### src/vlm_pkg.sv
`timescale 1ns / 1ps
// ----------------------------------------------------------------------------
// vlm_pkg
// Shared types and constants of the voxel LRU map.
// ----------------------------------------------------------------------------
package vlm_pkg;

  localparam int unsigned PointW   = 32;
  localparam int unsigned ScaleW   = 16;
  localparam int unsigned LimitW   = 11;
  localparam int unsigned FieldW   = 16;
  localparam int unsigned SlotW    = 10;
  localparam int unsigned InDataW  = 96;
  localparam int unsigned OutDataW = 112;
  localparam int unsigned CfgIdxW  = 1;

  localparam logic [CfgIdxW-1:0] RegScale = 1'b0;
  localparam logic [CfgIdxW-1:0] RegLimit = 1'b1;

  localparam logic [ScaleW-1:0] ScaleReset = 16'd256;
  localparam logic [LimitW-1:0] LimitReset = 11'd1024;

  typedef enum logic [14:0] {
    ST_CLEAR  = 15'b000000000000001,
    ST_IDLE   = 15'b000000000000010,
    ST_MUL    = 15'b000000000000100,
    ST_SAT    = 15'b000000000001000,
    ST_SCAN   = 15'b000000000010000,
    ST_SCANE  = 15'b000000000100000,
    ST_DECIDE = 15'b000000001000000,
    ST_LINKRD = 15'b000000010000000,
    ST_HIT1   = 15'b000000100000000,
    ST_HIT2   = 15'b000001000000000,
    ST_HIT3   = 15'b000010000000000,
    ST_MISS1  = 15'b000100000000000,
    ST_MISS2  = 15'b001000000000000,
    ST_EVRD   = 15'b010000000000000,
    ST_EVWR   = 15'b100000000000000
  } state_e;

endpackage

### src/vlm_key_quant.sv
`timescale 1ns / 1ps
// ----------------------------------------------------------------------------
// vlm_key_quant
// Scales one Q16.16 coordinate by a Q8.8 factor, truncates toward zero and
// saturates to a signed key component. Two register stages.
// ----------------------------------------------------------------------------
module vlm_key_quant #(
  parameter int unsigned KEY_BITS = 16
) (
  input  logic                                clk_i,
  input  logic signed [vlm_pkg::PointW-1:0]   point_i,
  input  logic        [vlm_pkg::ScaleW-1:0]   scale_i,
  output logic signed [KEY_BITS-1:0]          key_o
);
  import vlm_pkg::*;

  localparam int unsigned ProdW = PointW + ScaleW;
  localparam int unsigned QW    = ProdW - 24;
  localparam logic [QW:0] PosMax = (QW+1)'((64'd1 << (KEY_BITS - 1)) - 64'd1);
  localparam logic [QW:0] NegMax = (QW+1)'(64'd1 << (KEY_BITS - 1));

  logic [PointW-1:0] mag;
  logic [ProdW-1:0]  prod_d, prod_q;
  logic              neg_q;
  logic [QW:0]       q;
  logic [QW:0]       sat;
  logic signed [KEY_BITS-1:0] key_d, key_q;

  assign mag    = point_i[PointW-1] ? (~point_i + 1'b1) : point_i;
  assign prod_d = ProdW'(mag) * ProdW'(scale_i);
  assign q      = {1'b0, prod_q[ProdW-1:24]};

  always_comb begin
    if (neg_q) begin
      sat   = (q > NegMax) ? NegMax : q;
      key_d = KEY_BITS'(~sat + 1'b1);
    end else begin
      sat   = (q > PosMax) ? PosMax : q;
      key_d = KEY_BITS'(sat);
    end
  end

  always_ff @(posedge clk_i) begin
    prod_q <= prod_d;
    neg_q  <= point_i[PointW-1];
    key_q  <= key_d;
  end

  assign key_o = key_q;

endmodule

### config.mk
export PLATFORM = sky130hd
export DESIGN_NAME = vlm_key_quant
export DESIGN_NICKNAME = d
export VERILOG_FILES = /design/src/vlm_pkg.sv /design/src/vlm_key_quant.sv
export SDC_FILE = /design/constraint.sdc
export NUM_CORES = 1
export LEC_CHECK = 0
export CELL_PAD_IN_SITES_DETAIL_PLACEMENT = 1
export CELL_PAD_IN_SITES_GLOBAL_PLACEMENT = 1
export CORE_MARGIN = 8
export CORE_UTILIZATION = 50
export CTS_CLUSTER_DIAMETER = 120
export DETAILED_ROUTE_END_ITERATION = 6
export DONT_BUFFER_PORTS = 1
export PLACE_DENSITY = 0.83
export SLEW_MARGIN = 20
export SYNTH_ARGS = -nofsm -noshare
export SYNTH_HDL_FRONTEND = slang
export SYNTH_SLANG_ARGS = --single-unit
### constraint.sdc
create_clock -name clk_i -period 19.3 [get_ports clk_i]
set_input_delay 3.86 -clock clk_i [delete_from_list [all_inputs] [get_ports clk_i]]
set_output_delay 3.86 -clock clk_i [all_outputs]
set_load 0.02 [all_outputs]
==> results by stage <==
Status:
- The flow ran to the end, and the final reports show no timing, DRC or antenna violations.

Setup path:
- The kind of start point of the critical path is an input port.
- Data on the critical path is required at its endpoint by 19520 ps.
- The critical path class is input port to flip-flop.
- The cell depth of the worst flop-to-flop path is 11.
- In this design, the critical path's most frequently occurring cell is sky130_fd_sc_hd__fa_1.
- Among all stages on the critical path, the largest delay is contributed by sky130_fd_sc_hd__or4_1.
- The data arrival time of the critical path is 12430 ps.
- The register-to-register setup slack is 15800 ps.
- The endpoint identified for the worst register-to-register timing path is key_o[6].
- The worst setup path is captured at a flip-flop.
- In this run the worst path has a maximum fanout of 16.
- The worst register-to-register path begins at prod_q[32].
- The largest single stage delay on the critical path is 650 ps.

Route:
- Across all layers, the routed design uses 13400 vias.
- The post-detailed-route DRC marker count is 0.
- The pre-antenna-repair detailed-routing pass consisted of 5 iterations.
- Wires add up to 53800 um.
- The vias per cell is 5.67.
- The post-detailed-route wirelength per cell is 22.7 um.
- The initial detailed-routing violation count is 751.
- In this run the remaining antenna-violating nets after routing total 0.

Floorplanning:
- The core region is 0.0343 mm2.
- The vertical extent of the die is 202 um.
- The x dimension of the die is 202 um.
- The floorplan has 68 rows.
- The floorplan die area is 0.0408 mm2.
- For this configuration, the core starts out at a cell density of 50.5%.
- The I/O pin count is 65.

Yosys:
- In the synthesized netlist the dominant register cell turns out to be sky130_fd_sc_hd__dfxtp_1.
- The netlist area before placement is 0.0173 mm2.
- The instance count of the mapped netlist is 1961.
- The net count after synthesis is 2546.
- Counting flops and latches in the post-synthesis netlist gives 41.
- The average instance in the mapped netlist occupies 8.83 um2.
- Summing the sequential cell areas from Yosys gives 4.74% of the chip area.
- The distinct cell type count after synthesis is 56.
- The synthesized design contains 0 enable-type register cells.
- Yosys printed 0 warnings.
- After synthesis, the share of flip-flops with an asynchronous set or reset is 0%.

Hold path:
- The start point of the worst min-delay path is prod_q[34].
- The min-delay analysis places its worst path in the category flip-flop to flip-flop.
- The path with the worst hold slack has its endpoint at key_o[10].
- The number of stages on the worst hold path is 2.

Timing:
- The final critical-path share of the clock period is 63.3%.
- In this run the tightest slew margin relative to its limit is 22.3%.
- Setup violations remaining at the end of the flow were counted as 0.
- The final-report hold violation count is 0.
- The transition time at the pin with the least slew margin is 1160 ps.
- The fmax is 81.9 MHz.
- The setup skew after layout is 5.63 ps.
- The final critical path time including I/O delays and setup is 12210 ps.
- Setup slack closes at 7090 ps.
- Setup repair after global routing left no endpoint under its margin.
- The count of pins over their slew limit is 0.
- Adding up every negative setup slack in the final design gives 0 ps.

Clock tree:
- The number of buffers created by CTS is 5.
- The number of H-tree levels is 2.
- The tree built by TritonCTS fans out to 41 sinks.
- The number of setup buffers added after CTS is 0.
- The TritonCTS clock tree is yes.
- The clock-pin slew reported for the worst setup and hold paths after clock tree synthesis is 60 ps.
- The longest clock path from root to sink contains 2 buffers.
- The root cell of the clock tree is sky130_fd_sc_hd__clkbuf_16.
- At the later pin of the worst-skew pair, clock insertion delay measures 290 ps.
- In this run, post-CTS hold repair placed 0 buffers.
- The count of instances resized after the clock tree is built is 0.

Global routing:
- The pin count of the biggest net entering global routing is 35.
- The first-pass GRT wire length is 86000 um.
- For this run the aggregate overflow at the end of global routing stands at 0.
- The number of global-route vias before repair is 16000.
- Global routing used 26.9% of the available tracks across all layers.
- The initial antenna violation count was 3.

Finish:
- The count of antenna diodes in the layout is 0.
- Leaving out fill and tap cells, the most frequent cell in the layout is sky130_fd_sc_hd__inv_1.
- The post-route netlist has 2.88% of its cells at a drive strength greater than 1.
- Compared with the post-synthesis result, the final layout area differs by 3.70%.
- Cells fill 52.4% of the core in the end.
- Once layout is done, the placed cells without fillers occupy 0.0180 mm2.
- The count of nets after finishing is 2497.
- In the layout the commonest cells are 433 x sky130_fd_sc_hd__inv_1, 417 x sky130_fd_sc_hd__fa_1, 346 x sky130_fd_sc_hd__nand2_1.

Place:
- The routability congestion estimate is 0.855.
- The HPWL after detailed placement is 42600 um.
- At the placement stage, the worst setup path has a slack of 6780 ps.
- The number of port buffers is 0.
- Summing all placed instances gives a cell area of 0.0178 mm2.

Job:
- The count of maximum capacitance violations is 0.
-- critical path: cells and delay by family --
family                     cells  cell delay, ps
and+or+nand+nor                8            2620
adders and majority gates      7            3390
xor gates and xnor gates       2             270
buffers and inverters          4             420
AOI/OAI and AO/OA              7            1860
-- synthesized netlist by cell type (9+ instances only) --
master,count,area share (%)
sky130_fd_sc_hd__clkbuf_1,79,1.7
sky130_fd_sc_hd__ha_1,119,8.6
sky130_fd_sc_hd__nor2b_1,14,0.51
sky130_fd_sc_hd__inv_1,433,9.4
sky130_fd_sc_hd__fa_1,417,48
sky130_fd_sc_hd__xor2_1,12,0.61
sky130_fd_sc_hd__nand4_1,9,0.33
sky130_fd_sc_hd__and2_1,207,7.5
sky130_fd_sc_hd__xnor2_1,45,2.3
sky130_fd_sc_hd__o21ai_0,38,1.1
sky130_fd_sc_hd__nor2_1,27,0.59
sky130_fd_sc_hd__nand2_1,346,7.5
sky130_fd_sc_hd__a21o_1,14,0.61
sky130_fd_sc_hd__dfxtp_1,41,4.7
sky130_fd_sc_hd__a21oi_1,47,1.4
sky130_fd_sc_hd__o31ai_1,11,0.48
-- state kept, by name, summed over array words and instances (netlist names) --
| name | cells |
|---|---|
| key_o | 16 |
| neg_q | 1 |
| prod_q | 24 |
-- how the worst max path moves through the flow --
stage | from | endpoint | cells after the start
3_5_place_dp | point_i[2] | prod_q[47] | 28
4_1_cts | point_i[2] | prod_q[47] | 28
2_1_floorplan | point_i[0] | prod_q[47] | 30
5_1_grt | point_i[2] | prod_q[47] | 28
6_report | point_i[2] | prod_q[47] | 28
3_3_place_gp | point_i[2] | prod_q[47] | 28
-- stage by stage --
step	instances	hold WS (ps)
after floorplan	1961	448
after global placement	2360	512
after detailed placement	2360	507
after CTS	2368	520
after global routing	2368	555
final	2368	525
-- kinds of logic (layout without fill, tap and decap cells) --
logic type                 count (synthesis)  after routing  share of synthesized area [%]
and+or+nand+nor                          651            651                           18.3
adders and majority gates                536            536                           56.8
DFF                                       41             41                           4.74
AOI/OAI and AO/OA                        155            155                           5.80
muxes                                      1              1                         0.0578
xor gates and xnor gates                  57             57                           2.88
buffers and inverters                    520            472                           11.4
-- cell type report --
class | instances | area, um2
fill | 4075 | 16300
multi-input combinational | 1400 | 14600
inverter | 433 | 1630
sequential | 41 | 821
tap | 455 | 569
timing repair buffer | 31 | 233
clock buffer | 5 | 125
clock inverter | 3 | 25.0
-- metal layers --
metal  share of wire [%]  vias to the layer above  track usage [%]  wire length (um)
met5               0.024                        -                0                13
met4                 5.6                        2             13.4              3020
met3                 5.8                      188             3.49              3140
met2                  53                      491             49.3             28500
met1                  36                     7067             30.4             19200
li1                    -                     5690                -                 -
Power is not shown: default switching activity piles up to over one toggle a cycle in this logic, so the estimate is an artifact.
